## src/rtl/core/assert_macros.svh

```systemverilog
// Assertion macros for the core RTL
`ifndef ASSERT_MACROS_SVH
`define ASSERT_MACROS_SVH

`ifndef ASSERT_OFF

`define ASSERT_IMPLIES(label, clk, rst_n, ante, cons) \
    label: assert property (@(posedge clk) disable iff (!rst_n) (ante) |-> (cons)) \
        else $error("implication check failed");

`define ASSERT_ALWAYS(label, clk, rst_n, expr) \
    label: assert property (@(posedge clk) disable iff (!rst_n) (expr)) \
        else $error("invariant check failed");

`else

`define ASSERT_IMPLIES(label, clk, rst_n, ante, cons)

`define ASSERT_ALWAYS(label, clk, rst_n, expr)

`endif

`endif

```

## src/rtl/core/uvcpfa_pkg.sv

```systemverilog
package uvcpfa_pkg;

    localparam int FRAME_BYTES  = 131072;
    localparam int MAX_PACKET   = 1024;
    localparam int HEADER_BYTES = 12;

    localparam int SIZE_W = $clog2(MAX_PACKET + 1);
    localparam int POS_W  = $clog2(MAX_PACKET);
    localparam int LEN_W  = $clog2(FRAME_BYTES + 1);
    localparam int ADDR_W = $clog2(FRAME_BYTES);

    localparam int FLAG_TOGGLE_BIT = 0;
    localparam int FLAG_END_BIT    = 1;
    localparam int FLAG_ERROR_BIT  = 6;

    localparam logic [15:0] MARK_SOI = 16'hFFD8;
    localparam logic [15:0] MARK_EOI = 16'hFFD9;

    typedef enum logic [1:0] {
        EV_NONE      = 2'd0,
        EV_DELIVERED = 2'd1,
        EV_DROPPED   = 2'd2,
        EV_BAD_FRAME = 2'd3
    } frame_event_t;

endpackage

```

## src/rtl/core/uvc_payload_frame_assembler.sv

```systemverilog
// The result of an input transfer is registered on the output register in the cycle after it.
// Throughput: one byte per cycle while out_ready holds; the output register frees in the same cycle it is taken.
// The header, fit and marker checks run in one pass between the state and result registers.
// Reset (rst_n low, asynchronous): output empty, frame state cleared, frame open,
// previous packet marked as end of frame, mjpeg_mode cleared.
`include "assert_macros.svh"

module uvc_payload_frame_assembler (
    input  logic                                clk,
    input  logic                                rst_n,
    input  logic                                cfg_valid,
    output logic                                cfg_ready,
    input  logic                                cfg_data,
    input  logic                                in_valid,
    output logic                                in_ready,
    input  logic [7:0]                          data_byte,
    input  logic [uvcpfa_pkg::SIZE_W-1:0]       packet_size,
    output logic                                out_valid,
    input  logic                                out_ready,
    output logic                                write_valid,
    output logic                                write_buffer,
    output logic [uvcpfa_pkg::ADDR_W-1:0]       write_address,
    output logic [7:0]                          write_data,
    output uvcpfa_pkg::frame_event_t            frame_event,
    output logic [uvcpfa_pkg::LEN_W-1:0]        frame_length,
    output logic                                frame_buffer
);
    import uvcpfa_pkg::*;

    logic                 mjpeg_mode_reg;
    logic [POS_W-1:0]     byte_position_reg,   byte_position_next;
    logic [7:0]           header_flags_reg,    header_flags_next;
    logic                 previous_toggle_reg, previous_toggle_next;
    logic                 previous_end_reg,    previous_end_next;
    logic                 frame_started_reg,   frame_started_next;
    logic                 error_seen_reg,      error_seen_next;
    logic [LEN_W-1:0]     bytes_in_frame_reg,  bytes_in_frame_next;
    logic                 active_buffer_reg,   active_buffer_next;
    logic                 packet_fits_reg,     packet_fits_next;
    logic [15:0]          first_two_reg,       first_two_next;
    logic [15:0]          last_two_reg,        last_two_next;

    logic                 out_valid_reg;
    logic                 write_valid_reg,     write_valid_next;
    logic                 write_buffer_reg,    write_buffer_next;
    logic [ADDR_W-1:0]    write_address_reg,   write_address_next;
    logic [7:0]           write_data_reg,      write_data_next;
    frame_event_t         frame_event_reg,     frame_event_next;
    logic [LEN_W-1:0]     frame_length_reg,    frame_length_next;
    logic                 frame_buffer_reg,    frame_buffer_next;

    logic                 in_xfer;
    logic [SIZE_W-1:0]    size_c;
    logic                 big;
    logic [LEN_W:0]       fit_sum;
    logic                 store;
    logic                 last_byte;
    logic                 frame_ok;

    assign cfg_ready = 1'b1;
    assign in_ready  = !out_valid_reg || out_ready;
    assign in_xfer   = in_valid && in_ready;

    always_comb
    begin
        if (packet_size == '0)
            size_c = SIZE_W'(1);
        else if (packet_size > SIZE_W'(MAX_PACKET))
            size_c = SIZE_W'(MAX_PACKET);
        else
            size_c = packet_size;
        big = size_c > SIZE_W'(HEADER_BYTES);

        header_flags_next    = header_flags_reg;
        previous_toggle_next = previous_toggle_reg;
        previous_end_next    = previous_end_reg;
        frame_started_next   = frame_started_reg;
        error_seen_next      = error_seen_reg;
        bytes_in_frame_next  = bytes_in_frame_reg;
        active_buffer_next   = active_buffer_reg;
        packet_fits_next     = packet_fits_reg;
        first_two_next       = first_two_reg;
        last_two_next        = last_two_reg;
        fit_sum              = '0;
        frame_ok             = 1'b0;

        write_valid_next   = 1'b0;
        write_buffer_next  = 1'b0;
        write_address_next = '0;
        write_data_next    = '0;
        frame_event_next   = EV_NONE;
        frame_length_next  = '0;
        frame_buffer_next  = 1'b0;

        // capture header flags and decide start, error and fit
        if (byte_position_reg == POS_W'(1))
        begin
            header_flags_next = data_byte;
            if (big)
            begin
                if ((data_byte[FLAG_TOGGLE_BIT] != previous_toggle_reg) && previous_end_reg)
                begin
                    bytes_in_frame_next = '0;
                    error_seen_next     = 1'b0;
                    frame_started_next  = 1'b1;
                end
                previous_toggle_next = data_byte[FLAG_TOGGLE_BIT];
                if (data_byte[FLAG_ERROR_BIT])
                    error_seen_next = 1'b1;
                fit_sum = {1'b0, bytes_in_frame_next}
                        + (LEN_W+1)'(size_c - SIZE_W'(HEADER_BYTES));
                if (fit_sum > (LEN_W+1)'(FRAME_BYTES))
                begin
                    bytes_in_frame_next = LEN_W'(FRAME_BYTES);
                    packet_fits_next    = 1'b0;
                end
                else
                    packet_fits_next = 1'b1;
            end
            else
                packet_fits_next = 1'b0;
        end

        store = big && (byte_position_reg >= POS_W'(HEADER_BYTES)) && packet_fits_next
             && (bytes_in_frame_next < LEN_W'(FRAME_BYTES));

        if (store)
        begin
            write_valid_next   = 1'b1;
            write_buffer_next  = active_buffer_reg;
            write_address_next = bytes_in_frame_next[ADDR_W-1:0];
            write_data_next    = data_byte;
            if (bytes_in_frame_next == LEN_W'(0))
                first_two_next[15:8] = data_byte;
            else if (bytes_in_frame_next == LEN_W'(1))
                first_two_next[7:0] = data_byte;
            last_two_next       = {last_two_reg[7:0], data_byte};
            bytes_in_frame_next = bytes_in_frame_next + LEN_W'(1);
        end

        last_byte = ({1'b0, byte_position_reg} + (POS_W+1)'(1)) >= (POS_W+1)'(size_c);

        if (last_byte)
        begin
            byte_position_next = '0;
            if (big)
            begin
                if (header_flags_next[FLAG_END_BIT])
                begin
                    previous_end_next = 1'b1;
                    if (!frame_started_next)
                    begin
                        frame_event_next    = EV_BAD_FRAME;
                        frame_length_next   = bytes_in_frame_next;
                        frame_buffer_next   = active_buffer_reg;
                        bytes_in_frame_next = '0;
                    end
                    else if (mjpeg_mode_reg)
                    begin
                        frame_ok = !error_seen_next && packet_fits_next
                                && (bytes_in_frame_next >= LEN_W'(2))
                                && (first_two_next == MARK_SOI)
                                && (last_two_next == MARK_EOI);
                        frame_event_next    = frame_ok ? EV_DELIVERED : EV_DROPPED;
                        frame_length_next   = bytes_in_frame_next;
                        frame_buffer_next   = active_buffer_reg;
                        active_buffer_next  = !active_buffer_reg;
                        frame_started_next  = 1'b0;
                        bytes_in_frame_next = '0;
                    end
                end
                else
                    previous_end_next = 1'b0;
            end
        end
        else
            byte_position_next = byte_position_reg + POS_W'(1);
    end

    always_ff @(posedge clk or negedge rst_n)
    begin
        if (!rst_n)
            mjpeg_mode_reg <= 1'b0;
        else if (cfg_valid && cfg_ready)
            mjpeg_mode_reg <= cfg_data;
    end

    always_ff @(posedge clk or negedge rst_n)
    begin
        if (!rst_n)
        begin
            byte_position_reg   <= '0;
            header_flags_reg    <= '0;
            previous_toggle_reg <= 1'b0;
            previous_end_reg    <= 1'b1;
            frame_started_reg   <= 1'b1;
            error_seen_reg      <= 1'b0;
            bytes_in_frame_reg  <= '0;
            active_buffer_reg   <= 1'b0;
            packet_fits_reg     <= 1'b0;
            first_two_reg       <= '0;
            last_two_reg        <= '0;
        end
        else if (in_xfer)
        begin
            byte_position_reg   <= byte_position_next;
            header_flags_reg    <= header_flags_next;
            previous_toggle_reg <= previous_toggle_next;
            previous_end_reg    <= previous_end_next;
            frame_started_reg   <= frame_started_next;
            error_seen_reg      <= error_seen_next;
            bytes_in_frame_reg  <= bytes_in_frame_next;
            active_buffer_reg   <= active_buffer_next;
            packet_fits_reg     <= packet_fits_next;
            first_two_reg       <= first_two_next;
            last_two_reg        <= last_two_next;
        end
    end

    always_ff @(posedge clk or negedge rst_n)
    begin
        if (!rst_n)
            out_valid_reg <= 1'b0;
        else if (in_xfer)
            out_valid_reg <= 1'b1;
        else if (out_ready)
            out_valid_reg <= 1'b0;
    end

    // hold result until the downstream transfer
    always_ff @(posedge clk)
    begin
        if (in_xfer)
        begin
            write_valid_reg   <= write_valid_next;
            write_buffer_reg  <= write_buffer_next;
            write_address_reg <= write_address_next;
            write_data_reg    <= write_data_next;
            frame_event_reg   <= frame_event_next;
            frame_length_reg  <= frame_length_next;
            frame_buffer_reg  <= frame_buffer_next;
        end
    end

    assign out_valid     = out_valid_reg;
    assign write_valid   = write_valid_reg;
    assign write_buffer  = write_buffer_reg;
    assign write_address = write_address_reg;
    assign write_data    = write_data_reg;
    assign frame_event   = frame_event_reg;
    assign frame_length  = frame_length_reg;
    assign frame_buffer  = frame_buffer_reg;

    `ASSERT_ALWAYS(a_len_range, clk, rst_n, bytes_in_frame_reg <= LEN_W'(FRAME_BYTES))
    `ASSERT_IMPLIES(a_event_clears_len, clk, rst_n,
        out_valid_reg && (frame_event_reg != EV_NONE), bytes_in_frame_reg == '0)
    `ASSERT_IMPLIES(a_swap_on_mjpeg_end, clk, rst_n,
        out_valid_reg && ((frame_event_reg == EV_DELIVERED) || (frame_event_reg == EV_DROPPED)),
        active_buffer_reg != frame_buffer_reg)
    `ASSERT_IMPLIES(a_len_follows_write, clk, rst_n,
        out_valid_reg && write_valid_reg && (frame_event_reg == EV_NONE),
        bytes_in_frame_reg == ({1'b0, write_address_reg} + LEN_W'(1)))

endmodule
```

## config.mk

```make
export PLATFORM = sky130hd
export DESIGN_NAME = uvc_payload_frame_assembler
export DESIGN_NICKNAME = d
export VERILOG_FILES = /design/src/rtl/core/uvcpfa_pkg.sv /design/src/rtl/core/uvc_payload_frame_assembler.sv
export VERILOG_INCLUDE_DIRS = /design/src /design/src/rtl/core
export SDC_FILE = /design/constraint.sdc
export NUM_CORES = 1
export LEC_CHECK = 0
export BUFFER_PORTS_ARGS = -buffer_cell sky130_fd_sc_hd__buf_2
export CAP_MARGIN = 10
export CORE_UTILIZATION = 50
export DETAILED_ROUTE_END_ITERATION = 8
export HOLD_SLACK_MARGIN = 0.12
export PLACE_DENSITY_LB_ADDON = 0.12
export SLEW_MARGIN = 20
export SYNTH_ARGS = -nofsm -noshare
export SYNTH_HDL_FRONTEND = slang
export SYNTH_SLANG_ARGS = --single-unit
```

## constraint.sdc

```tcl
create_clock -name clk -period 6.6 [get_ports clk]
set_clock_uncertainty 0.15 [all_clocks]
set_input_delay 0.33 -clock clk [delete_from_list [all_inputs] [get_ports clk]]
set_output_delay 0.33 -clock clk [all_outputs]
set_load 0.01 [all_outputs]
```

After elaboration in Yosys (flattened, before gate mapping) --
Index checks and enable logic that the tools add are counted. W data, S select, Z words.
Operators by class: multiplexer cells 47, $lt $le $gt $ge 7, equal/unequal tests 5, reduce and logical (&&, ||, !) cells 21, add/subtract/negate cells 5
Operators by type and width (number):
- $mux W18 | 14
- $eq A16 B16 Y1 const B | 2
- $mux W16 | 2
- $mux W8 | 3
- $mux W11 | 2
- $mux W1 | 21
- $add A18 B19 Y19 | 1
- $gt A19 B18 Y1 const B | 1
- $add A18 B1 Y18 const B | 1
- $eq A18 B1 Y1 const B | 1
- $ge A18 B2 Y1 const B | 1
- $logic_not A18 Y1 | 1
- $lt A18 B18 Y1 const B | 1
- $sub A11 B4 Y12 const B | 1
- $add A10 B1 Y11 const B | 1
- $ge A11 B11 Y1 | 1
- $gt A11 B11 Y1 const B | 1
- $gt A11 B4 Y1 const B | 1
- $logic_not A11 Y1 | 1
- $add A10 B1 Y10 const B | 1
- $eq A10 B1 Y1 const B | 1
- $ge A10 B4 Y1 const B | 1
- $mux W10 | 1
- $logic_and A1 B1 Y1 | 9
- other kinds (8) | 15
Word-level totals: output and inout port bits 51, input bits 25, word-level logic and storage cells 106, register bits 118

Longest topological paths before layout --
Gate-level depths: netlist of the first run.
depth in word-level cells 21, depth in mapped cells 27, depth with buffers taken out 26

Worst setup path after synthesis of the first run --
No wires, ideal clock.
path kind in2reg, start in packet_size[6] in the netlist's numbering, end reg frame_event_reg[0], in the netlist frame_event[0], data pin, stages 23, data required time 6.193 ns, path buffers 1, path slack 0.388 ns, library setup time 0.257 ns, arrival 5.806 ns, cells stage by stage or4_1 > nor4_1 > ha_1 > clkbuf_1 > a211oi_1 > o21bai_1 > xnor2_1 > or3_1 > a32oi_1 > nand4_1 > o31a_1 > o21ai_1 > nand2_1 > inv_1 > ha_1 > and4_4 > nand3_4 > o21a_1 > a211oi_2 > nand4_1 > nor4_2 > o2111a_1 > o2bb2ai_1
Between the ends: cells in the longest elaborated chain, start to end 19, elaborated cells between the ends (all ways) 44, those cells by class add/sub: 3; order compare: 6; eq/ne: 3; mux: 21; reduce/logical: 11
RTL lines:
- start, declared | line uvc_payload_frame_assembler.sv:17 | input logic [uvcpfa_pkg::SIZE_W-1:0] packet_size,
- $gt A11 B11 Y1 | line uvc_payload_frame_assembler.sv:68 | else if (packet_size > SIZE_W'(MAX_PACKET))
- $mux W11 | line uvc_payload_frame_assembler.sv:68
- $mux W11 * | line uvc_payload_frame_assembler.sv:66 | if (packet_size == '0)
- $sub A11 B4 Y12 | line uvc_payload_frame_assembler.sv:111 | + (LEN_W+1)'(size_c - SIZE_W'(HEADER_BYTES));
- $add A18 B19 Y19 | line uvc_payload_frame_assembler.sv:111
- $gt A19 B18 Y1 | line uvc_payload_frame_assembler.sv:112 | if (fit_sum > (LEN_W+1)'(FRAME_BYTES))
- $mux W18 or $mux W1 (tied branches) | line uvc_payload_frame_assembler.sv:112
- $mux W18 or $mux W1 (tied branches) | line uvc_payload_frame_assembler.sv:99 | if (big)
- [3 not listed]
- $mux W18 or $mux W8 (tied branches) | line uvc_payload_frame_assembler.sv:127, uvc_payload_frame_assembler.sv:133
- $ge A18 B2 Y1 or $mux W16 (tied branches) | line uvc_payload_frame_assembler.sv:161, uvc_payload_frame_assembler.sv:127
- $logic_and A1 B1 Y1 or $eq A16 B16 Y1 (tied branches) | line uvc_payload_frame_assembler.sv:161, uvc_payload_frame_assembler.sv:162
- $logic_and A1 B1 Y1 | line uvc_payload_frame_assembler.sv:162 | && (first_two_next == MARK_SOI)
- $logic_and A1 B1 Y1 | line uvc_payload_frame_assembler.sv:163 | && (last_two_next == MARK_EOI);
- $mux W2 | line uvc_payload_frame_assembler.sv:164 | frame_event_next = frame_ok ? EV_DELIVERED : EV_DROPPED;
- $mux W2 | line uvc_payload_frame_assembler.sv:158 | else if (mjpeg_mode_reg)
- $mux W2 | line uvc_payload_frame_assembler.sv:151 | if (!frame_started_next)
- end signal, assigned | line uvc_payload_frame_assembler.sv:239 | frame_event_reg <= frame_event_next;
- end, declared | line uvc_payload_frame_assembler.sv:48 | frame_event_t frame_event_reg, frame_event_next;
Mark *: on every way between the ends. The rest lies on a longest branch, timed or not. A chain may end at the register's enable or synchronous reset.

Final worst setup path of the first run --
start reg previous_toggle_reg, end reg frame_event_reg[1], in the netlist frame_event[1], data pin
Between the ends: cells in the longest elaborated chain, start to end 20, elaborated cells between the ends (all ways) 43, those cells by class add/sub: 2; order compare: 3; eq/ne: 4; mux: 25; reduce/logical: 9
RTL lines:
- start, declared | line uvc_payload_frame_assembler.sv:33 | logic previous_toggle_reg, previous_toggle_next;
- start signal, assigned | line uvc_payload_frame_assembler.sv:208 | previous_toggle_reg <= previous_toggle_next;
- $ne A1 B1 Y1 * | line uvc_payload_frame_assembler.sv:101 | if ((data_byte[FLAG_TOGGLE_BIT] != previous_toggle_reg) && previous_end_reg)
- $logic_and A1 B1 Y1 * | line uvc_payload_frame_assembler.sv:101
- $mux W18 | line uvc_payload_frame_assembler.sv:101
- $mux W18 | line uvc_payload_frame_assembler.sv:99
- $mux W18 | line uvc_payload_frame_assembler.sv:96 | if (byte_position_reg == POS_W'(1))
- $add A18 B19 Y19 | line uvc_payload_frame_assembler.sv:111
- $gt A19 B18 Y1 | line uvc_payload_frame_assembler.sv:112
- $mux W18 or $mux W1 (tied branches) | line uvc_payload_frame_assembler.sv:112
- [4 not listed]
- $mux W18 or $mux W8 (tied branches) | line uvc_payload_frame_assembler.sv:127, uvc_payload_frame_assembler.sv:133
- $ge A18 B2 Y1 or $mux W16 (tied branches) | line uvc_payload_frame_assembler.sv:161, uvc_payload_frame_assembler.sv:127
- $logic_and A1 B1 Y1 or $eq A16 B16 Y1 (tied branches) | line uvc_payload_frame_assembler.sv:161, uvc_payload_frame_assembler.sv:162
- $logic_and A1 B1 Y1 | line uvc_payload_frame_assembler.sv:162
- $logic_and A1 B1 Y1 | line uvc_payload_frame_assembler.sv:163
- $mux W2 | line uvc_payload_frame_assembler.sv:164
- $mux W2 | line uvc_payload_frame_assembler.sv:158
- $mux W2 * | line uvc_payload_frame_assembler.sv:151
Mark *: on every way between the ends. The rest lies on a longest branch, timed or not. The select of a mux whose other input is x is not followed.

==> impl_metrics.tcl, run 1 <==
set metrics [dict create \
    cap_violations 0 \
    initial_utilization_pct 51.1 \
    clock_sinks 117 \
    cp.arrival_ns 6.00 \
    finalCritPeriodShare_pct 90.6 \
    cp-end-kind "register" \
    tritoncts "yes" \
    antenna_found_initial 0 \
    drt-met1-wl_um 8940 \
    routedWlPerCell_um 18.3 \
    dpl.hpwl_um 14000 \
    yosys_warnings 0 \
    grt_util_all_layers_pct 26.7 \
    clock_power_share_pct 33.8 \
    seq_area_frac_synth_pct 42.9 \
    p_switching_mw 0.978 \
    grt_pass1_vias 5877 \
    insertedDiodeCount 0 \
    via_count 6209 \
    sw_frac_of_total_pct 34.7 \
    dp_slack_ns 0.261 \
    io_buffers 74 \
    gp_congestion 0.937 \
    layout-drive-gt1-share_pct 20.1 \
    die_area_um2 15300 \
    rsz0062_at_grt "false" \
    ios 76 \
    multiInputGateArea_um2 3980 \
    synth_top_family_by_area "simple AND/OR/NAND/NOR gates" \
    grt_overflow 0 \
    power_leakage_nw 3.82 \
    critPathLaunch "previous_toggle_reg$_DFFE_PN0P_" \
    synthXorXnorAreaFrac_pct 4.50 \
    synth_commonest_cells "79 x nand2_1, 67 x dfrtp_1, 54 x nor2_1, 48 x edfxtp_1, 46 x o21ai_0" \
    start_kind "register" \
    clk_path_buf_depth 2 \
    yosys-top-cells-area "dfrtp_1 23%, edfxtp_1 19%, ha_1 6.1%, mux2_2 5.3%, nand2_1 4.0%" \
    clkTransAtPathRegs_ns 0.06 \
    synthMuxAreaShare_pct 5.74 \
    routed_wl_um 19200 \
    r2r-start "previous_toggle_reg$_DFFE_PN0P_" \
    synth_nets 832 \
    synth-edff-count 48 \
    synth_cells 770 \
    synth_top_cell_by_area "dfrtp_1" \
    dr.pass1.iters 7 \
    hold_start "data_byte[6]" \
    nNetsFinal 916 \
    tightest_slew_ns 0.904 \
    top_layer "met4" \
    synth-seq-cells 117 \
    synth_simple_gate_area_share_pct 22.5 \
    num_rows 44 \
    crit_required_ns 6.62 \
    setup_ws_ns 0.617 \
    syn2layout_area_growth_pct 17.6 \
    synth_area_um2 7390 \
    final_max_slew_viol_count 0 \
    synth_adder_area_share_pct 6.36 \
    clock.fmax_mhz 167 \
    run_status "complete, no violations" \
    ys_async_sr_fraction_pct 59.0 \
    drc 0 \
    hold_ws_ns 0.143 \
    synth_ff_type "dfrtp_1" \
    fill_cells 1277 \
    viasPerCell 5.91 \
    synth_top_cell_area_share_pct 22.7 \
    worstSkewPairLatency_ns 0.43 \
    worst-path-max-fanout 13 \
    grt_pass1_wl_um 30700 \
    drtIter0Drc 494 \
    regArea_um2 3170 \
    hold-path-cell-count 2 \
    htreeDepth 4 \
    pwr-share-seq_pct 35.3 \
    hold_viol 0 \
    die_h_um 124 \
    power_density_nw_per_um2 324 \
    synth.most_common_cell "nand2_1" \
    rr_worst_depth 23 \
    hold_class "input port to register" \
    comb_power_share_pct 30.9 \
    wl_met3_um 874 \
    grt_max_degree 70 \
    period_minus_slack_ns 5.98 \
    ctsResizeCount 0 \
    coreArea_um2 14500 \
    p_int_mw 1.84 \
    dr_wl_met2_um 9130 \
    setup_viol 0 \
    cts_buffers 17 \
    clockRootBuffer "clkbuf_16" \
    die_w_um 124 \
    avgSynthCellArea_um2 9.60 \
    vdd_drop_max_mv 0.334 \
    slew_headroom_pct 39.8 \
    setup_tns_ns 0 \
    synth_compound_area_share_pct 14.7 \
    path_class "register to register" \
    final_antenna_net_count 0 \
    ys_types 73 \
]
==> repair_timing <==
action,CTS,global route
endpoints found under the hold margin,85,0
hold buffers,11,0
setup buffers,0,0
==> through the flow <==
step / utilization, % / total power [mW] / std cells / area [µm²]
final: 60.1 / 2.82 / 1051 / 8700
after global routing: 60.1 / 2.99 / 1051 / 8700
after CTS: 60.0 / 2.83 / 1051 / 8690
after detailed placement: 55.1 / 1.86 / 1008 / 7980
after global placement: 55.1 / 1.85 / 1008 / 7980
after floorplan: - / 1.58 / 770 / 7390
==> per-layer routing <==
metal | vias up | track usage, %
li1 | 3001 | -
met1 | 3001 | 36.2
met2 | 185 | 43.0
met3 | 22 | 5.86
met4 | 0 | 7.00
met5 | - | 0
==> cells in the final DEF (no fill, tap or decap), drive strengths merged, types with 6 or more instances in the layout <==
master,count
nor4,11
xor2,14
nand2,79
clkinv,8
a21oi,28
nor2b,6
and3,16
nand3,26
dlygate4sd3,11
mux2,35
clkbuf,18
or3,7
nand4,18
a21o,12
dfrtp,67
buf,92
nand2b,6
o31ai,10
a211oi,6
nor3b,6
edfxtp,48
ha,36
or4,7
nor2,54
inv,28
xnor2,24
nor3,23
o21ai,47
and2,41
==> layout make-up <==
| class | instances | share of cell area [%] |
|---|---|---|
| multi-input combinational | 590 | 45.8 |
| sequential | 117 | 36.4 |
| timing repair buffer | 103 | 7.08 |
| clock buffer | 18 | 4.93 |
| tap | 184 | 2.65 |
| clock inverter | 14 | 2.01 |
| inverter | 25 | 1.08 |
==> power groups by stage <==
stage	clock, mW	sequential, mW	combinational (mW)
CTS	0.963	0.993	0.870
global placement	0	1.00	0.847
floorplan	0	0.964	0.619
finish	0.953	0.995	0.870
detailed placement	0	1.01	0.856
global route	1.00	1.01	0.969
==> kinds of logic after synthesis <==
kind of cell             count (synthesis)
flip-flops                             117
AND/OR/NAND/NOR                        315
AO/OA/AOI/OAI                          161
other                                    1
adder cells (fa/ha/maj)                 37
multiplexers                            38
XOR/XNOR                                38
buffers and inverters                   63
==> worst paths after layout <==
kind	slack [ns]	endpoint
setup reg to reg	0.62	frame_event[1]$_SDFFCE_PN0P_
hold / removal	0.14	error_seen_reg$_DFFE_PN0P_
setup / recovery	0.62	frame_event[1]$_SDFFCE_PN0P_
hold reg to reg	0.33	active_buffer_reg$_DFFE_PN0P_
min in group asynchronous	0.50	first_two_reg[6]$_DFFE_PN0P_
max in group asynchronous	5.22	bytes_in_frame_reg[8]$_DFFE_PN0P_
==> critical path: stages, from the launching register on <==
cell and delay, ns:
dfrtp_1 0.38, xor2_1 0.19, nand2_1 0.20, buf_4 0.24
nand2_1 0.11, inv_1 0.08, fa_1 0.49, xor2_1 0.18
a2111oi_0 0.60, buf_4 0.21, o2111ai_1 0.10, a211oi_1 0.19
nand4_1 0.17, o31a_1 0.41, o21ai_0 0.36, inv_1 0.14
ha_1 0.23, nor3b_1 0.23, nand3_1 0.16, nor4_1 0.31
o2111ai_1 0.13, nor3_1 0.21, nor2b_1 0.17, a31oi_1 0.09
Note: power is estimated with default switching activity, not from simulation.
==> run 2, diff against run 1 <==
BUFFER_PORTS_ARGS = -buffer_cell sky130_fd_sc_hd__clkbuf_2   (was -buffer_cell sky130_fd_sc_hd__buf_2)
==> impl_metrics.tcl, run 2 (synthesis results as in run 1) <==
set metrics [dict create \
    final_antenna_net_count 0 \
    fill_cells 1245 \
    finalCritPeriodShare_pct 93.8 \
    cp.arrival_ns 6.21 \
    tightest_slew_ns 0.906 \
    dpl.hpwl_um 14100 \
    path_class "register to register" \
    die_area_um2 15300 \
    start_kind "register" \
    layout-drive-gt1-share_pct 19.8 \
    period_minus_slack_ns 6.19 \
    die_h_um 124 \
    gp_congestion 0.957 \
    power_density_nw_per_um2 311 \
    ios 76 \
    vdd_drop_max_mv 0.262 \
    worstSkewPairLatency_ns 0.42 \
    routedWlPerCell_um 18.3 \
    htreeDepth 4 \
    hold_viol 0 \
    insertedDiodeCount 0 \
    clk_path_buf_depth 2 \
    slew_headroom_pct 39.6 \
    io_buffers 74 \
    grt_overflow 0 \
    die_w_um 124 \
    grt_util_all_layers_pct 26.9 \
    viasPerCell 5.97 \
    power_leakage_nw 3.77 \
    drtIter0Drc 479 \
    setup_tns_ns 0 \
    syn2layout_area_growth_pct 16.5 \
    regArea_um2 3170 \
    worst-path-max-fanout 11 \
    final_common_cell "nand2_1" \
    rsz0062_at_grt "false" \
    grt_pass1_wl_um 31100 \
    clock_sinks 117 \
    cap_violations 0 \
    clockRootBuffer "clkbuf_16" \
    clkTransAtPathRegs_ns 0.05 \
    setup_viol 0 \
    finalPower_mw 2.68 \
    hold_class "input port to register" \
    dr.pass1.iters 5 \
    via_count 6272 \
    grt_pass1_vias 6080 \
    crit_required_ns 6.62 \
    clock.fmax_mhz 162 \
    cp-end-kind "register" \
    num_rows 44 \
    initial_utilization_pct 51.1 \
    grt_max_degree 70 \
    tritoncts "yes" \
    final_cell_mix "79 x nand2_1, 73 x clkbuf_2, 67 x dfrtp_1" \
    run_status "complete, no violations" \
    drc 0 \
    utilization_pct 59.5 \
    cts_buffers 17 \
    coreArea_um2 14500 \
    nNetsFinal 916 \
    routed_wl_um 19200 \
    multiInputGateArea_um2 3980 \
    antenna_found_initial 1 \
    hold_ws_ns 0.140 \
    final_max_slew_viol_count 0 \
]
run 2: what timing repair did:
action / in CTS / in global routing
gates resized for setup: 0 / 1
endpoints found under the hold margin: 81 / 0
endpoints found under the setup margin: 0 / 2
hold buffers: 10 / 0
setup buffers: 0 / 0
run 2: critical path, cell delays in order (launching register included):
cell	delay [ns]
dfrtp_1	0.38
xor2_1	0.21
nand2_1	0.28
and2_1	0.27
ha_1	0.22
fa_1	0.43
a211oi_1	0.36
o21a_1	0.29
o21bai_1	0.13
or3_1	0.35
a32oi_1	0.18
nand4_1	0.16
o31a_1	0.40
o21ai_1	0.21
nand2_1	0.12
inv_1	0.10
ha_1	0.19
and4_4	0.27
nand3_4	0.10
o21a_1	0.22
a211oi_2	0.21
nand4_1	0.14
nor4_2	0.26
o2111a_1	0.21
o2bb2ai_1	0.07
run 2: routing by layer:
layer | share of wire [%] | GRT usage, %
met1 | 45 | 35.4
met2 | 49 | 43.6
met3 | 4.3 | 5.49
met4 | 1.7 | 10.0
met5 | 0.042 | 0
run 2: power breakdown:
part	internal, mW	switching, mW	leakage (nW)
clock	0.482	0.326	0.240
sequential	0.885	0.110	1.39
combinational	0.356	0.524	2.14
run 2: layout make-up:
type / count / share of cell area [%]
inverter: 25 / 1.09
clock buffer: 18 / 5.10
clock inverter: 14 / 1.02
timing repair buffer: 103 / 7.11
multi-input combinational: 590 / 46.2
tap: 184 / 2.67
sequential: 117 / 36.8
run 2: metrics by stage:
step	cells	setup slack, ns	instance area (µm²)
floorplan	770	0.388	7390
global placement	1009	0.395	7990
detailed placement	1009	0.277	7990
CTS	1051	0.416	8610
global route	1051	0.00852	8620
finish	1051	0.410	8620
run 2: final timing paths:
path	start	endpoint	slack (ns)	depth (start not counted)
max	previous_toggle_reg$_DFFE_PN0P_	frame_event[0]$_SDFFCE_PN0P_	0.41	24
min	data_byte[5]	first_two_reg[5]$_DFFE_PN0P_	0.14	2
max reg2reg	previous_toggle_reg$_DFFE_PN0P_	frame_event[0]$_SDFFCE_PN0P_	0.41	24
min reg2reg	active_buffer_reg$_DFFE_PN0P_	active_buffer_reg$_DFFE_PN0P_	0.34	1
max in group asynchronous	rst_n	bytes_in_frame_reg[14]$_DFFE_PN0P_	5.19	3
min in group asynchronous	rst_n	last_two_reg[6]$_DFFE_PN0P_	0.53	3
==> run 3, diff against run 2 <==
ABC_AREA = 1   (was not set)
BUFFER_PORTS_ARGS = not set   (was -buffer_cell sky130_fd_sc_hd__clkbuf_2)
DONT_BUFFER_PORTS = 1   (was not set)
PLACE_DENSITY = 0.74   (was not set)
PLACE_DENSITY_LB_ADDON = not set   (was 0.12)
==> impl_metrics.tcl, run 3 <==
set metrics [dict create \
    run_status "complete, no violations" \
    synth_ff_type "dfrtp_1" \
    slowest_delay_ns 0.53 \
    grt_pass1_wl_um 31100 \
    nNetsFinal 1223 \
    period_minus_slack_ns 5.59 \
    fill_cells 1470 \
    synth_top_cell_by_area "dfrtp_1" \
    antenna_found_initial 0 \
    dr.pass1.iters 7 \
    dpl.hpwl_um 14100 \
    gp_congestion 0.969 \
    regArea_um2 3170 \
    synth_nets 1216 \
    yosys-top-cells-area "dfrtp_1 21%, edfxtp_1 18%, nand2_1 16%, inv_1 8.2%, nor2_1 6.3%" \
    stdcell_area_um2 9040 \
    synth-seq-cells 117 \
    crit_buf_inv 2 \
    final_antenna_net_count 0 \
    top_layer "met4" \
    hold_ws_ns 0.148 \
    grt_util_all_layers_pct 24.0 \
    synth.most_common_cell "nand2_1" \
    cp-end-kind "register" \
    hold_start "data_byte[1]" \
    grt_overflow 0 \
    final_common_cell "nand2_1" \
    setup_viol 0 \
    synth_cells 1154 \
    routedWlPerCell_um 13.7 \
    seq_area_frac_synth_pct 39.0 \
    r2r_setup_slack_ns 1.01 \
    syn2layout_area_growth_pct 11.1 \
    start_kind "register" \
    rr_worst_depth 34 \
    ys_types 47 \
    drt-met1-wl_um 9240 \
    cp.arrival_ns 5.61 \
    drc 0 \
    path_class "register to register" \
    yosys_warnings 0 \
    power_density_nw_per_um2 435 \
    cts_hold_buf 13 \
    vdd_drop_max_mv 0.226 \
    setup_tns_ns 0 \
    timing.rr.end "frame_event[1]$_SDFFCE_PN0P_" \
    post_cts_buffers 0 \
    multiInputGateArea_um2 4130 \
    worstSkewPairLatency_ns 0.43 \
    clkTransAtPathRegs_ns 0.06 \
    slew_headroom_pct 52.2 \
    final_max_slew_viol_count 0 \
    rsz0062_at_grt "false" \
    via_count 7210 \
    ctsResizeCount 0 \
    critPathTopFamily "simple AND/OR/NAND/NOR gates" \
    clk_path_buf_depth 2 \
    synth_area_um2 8140 \
    ios 76 \
    die_w_um 130 \
    power_leakage_nw 4.33 \
    cts_buffers 17 \
    synth_top_cell_area_share_pct 20.6 \
    layout-drive-gt1-share_pct 8.26 \
    min_to "first_two_reg[1]$_DFFE_PN0P_" \
    avgSynthCellArea_um2 7.05 \
    cap_violations 0 \
    worst-path-max-fanout 36 \
    final_cell_mix "339 x nand2_1, 177 x inv_1, 135 x nor2_1" \
    num_rows 46 \
    wl_met3_um 1080 \
    die_area_um2 16800 \
    viasPerCell 5.19 \
    critPathSlowestCell "dfstp_2" \
    r2r-start "previous_end_reg$_DFFE_PN1P_" \
    tightest_slew_ns 0.717 \
    grt_max_degree 70 \
    dr_wl_met2_um 8510 \
    insertedDiodeCount 0 \
    coreArea_um2 15900 \
    crit_required_ns 6.62 \
    clock.fmax_mhz 179 \
    cp_common_cell "nand2_1" \
    hold-path-cell-count 4 \
    clock_sinks 117 \
    initial_utilization_pct 51.2 \
    synth_commonest_cells "339 x nand2_1, 177 x inv_1, 136 x nor2_1, 67 x dfrtp_1, 63 x o21ai_0" \
    grt_pass1_vias 6266 \
    synth-edff-count 48 \
    clockRootBuffer "clkbuf_16" \
    finalCritPeriodShare_pct 84.7 \
    tritoncts "yes" \
    io_buffers 0 \
    die_h_um 130 \
    ys_async_sr_fraction_pct 59.0 \
    drtIter0Drc 637 \
    htreeDepth 4 \
    finalPower_mw 3.93 \
    hold_class "input port to register" \
    place_area_um2 8300 \
    hold_viol 0 \
    routed_wl_um 19100 \
]
## run 3: cell types whose count changed in the layout (fill, tap and decap cells not counted), sizes merged, moves of 23 or more
cell / change
nand2: +281
nand3: +38
inv: +159
nor2: +103
xnor2: -23
o21ai: +31
clkbuf: -73
and2: -40
mux2: -35
## run 3: cells by family (layout without fill, tap and decap cells)
logic type | after synthesis | count (layout) | synth area share (%)
AOI/OAI and AO/OA | 136 | 136 | 9.17
xor gates and xnor gates | 16 | 16 | 1.72
adders and majority gates | 37 | 37 | 5.78
buffers and inverters | 212 | 232 | 10.3
DFF | 117 | 117 | 39.0
other | 1 | 1 | 0.0461
and+or+nand+nor | 635 | 635 | 34.0
## run 3: final cells by class
class,instances,area share [%]
multi-input combinational,825,45.7
sequential,117,35.1
inverter,182,7.60
clock buffer,18,4.98
tap,216,2.99
timing repair buffer,18,2.05
clock inverter,14,1.66
## run 3: per-stage QoR
stage | util (%) | cells | worst slack [ns]
final | 56.9 | 1390 | 1.01
after global routing | 56.9 | 1390 | 0.453
after CTS | 56.9 | 1390 | 1.04
after detailed placement | 52.2 | 1345 | 0.936
after global placement | 52.2 | 1345 | 1.10
after floorplan | - | 1154 | 1.27
## run 3: report_power, final
part / internal, mW / switching [mW] / leakage (nW)
clock network: 0.579 / 0.343 / 0.296
logic: 0.598 / 1.33 / 2.65
registers: 0.968 / 0.117 / 1.38
## run 3: worst register-to-register path, delay by kind of cell, from the launching register on
kind,cells,cell delay [ns]
and+or+nand+nor,29,3.51
adders and majority gates,2,0.63
DFF,1,0.53
buffers and inverters,2,0.40
AOI/OAI and AO/OA,1,0.13
## run 3: how the worst max path moves through the flow
stage,startpoint,end,slack (ns),cells after the start
global route,previous_end_reg$_DFFE_PN1P_,frame_event[1]$_SDFFCE_PN0P_,0.45,34
finish,previous_end_reg$_DFFE_PN1P_,frame_event[1]$_SDFFCE_PN0P_,1.01,34
CTS,previous_end_reg$_DFFE_PN1P_,frame_event[1]$_SDFFCE_PN0P_,1.04,34
detailed placement,packet_size[8],frame_event[1]$_SDFFCE_PN0P_,0.94,37
global placement,packet_size[8],frame_event[1]$_SDFFCE_PN0P_,1.10,37
floorplan,previous_end_reg$_DFFE_PN1P_,frame_event[1]$_SDFFCE_PN0P_,1.27,35
## run 3: metal layers
layer  global-route usage [%]  up-vias
met5                        0        -
li1                         -     3691
met2                     36.9      206
met1                     33.6     3291
met3                     5.53       22
met4                     6.98        0
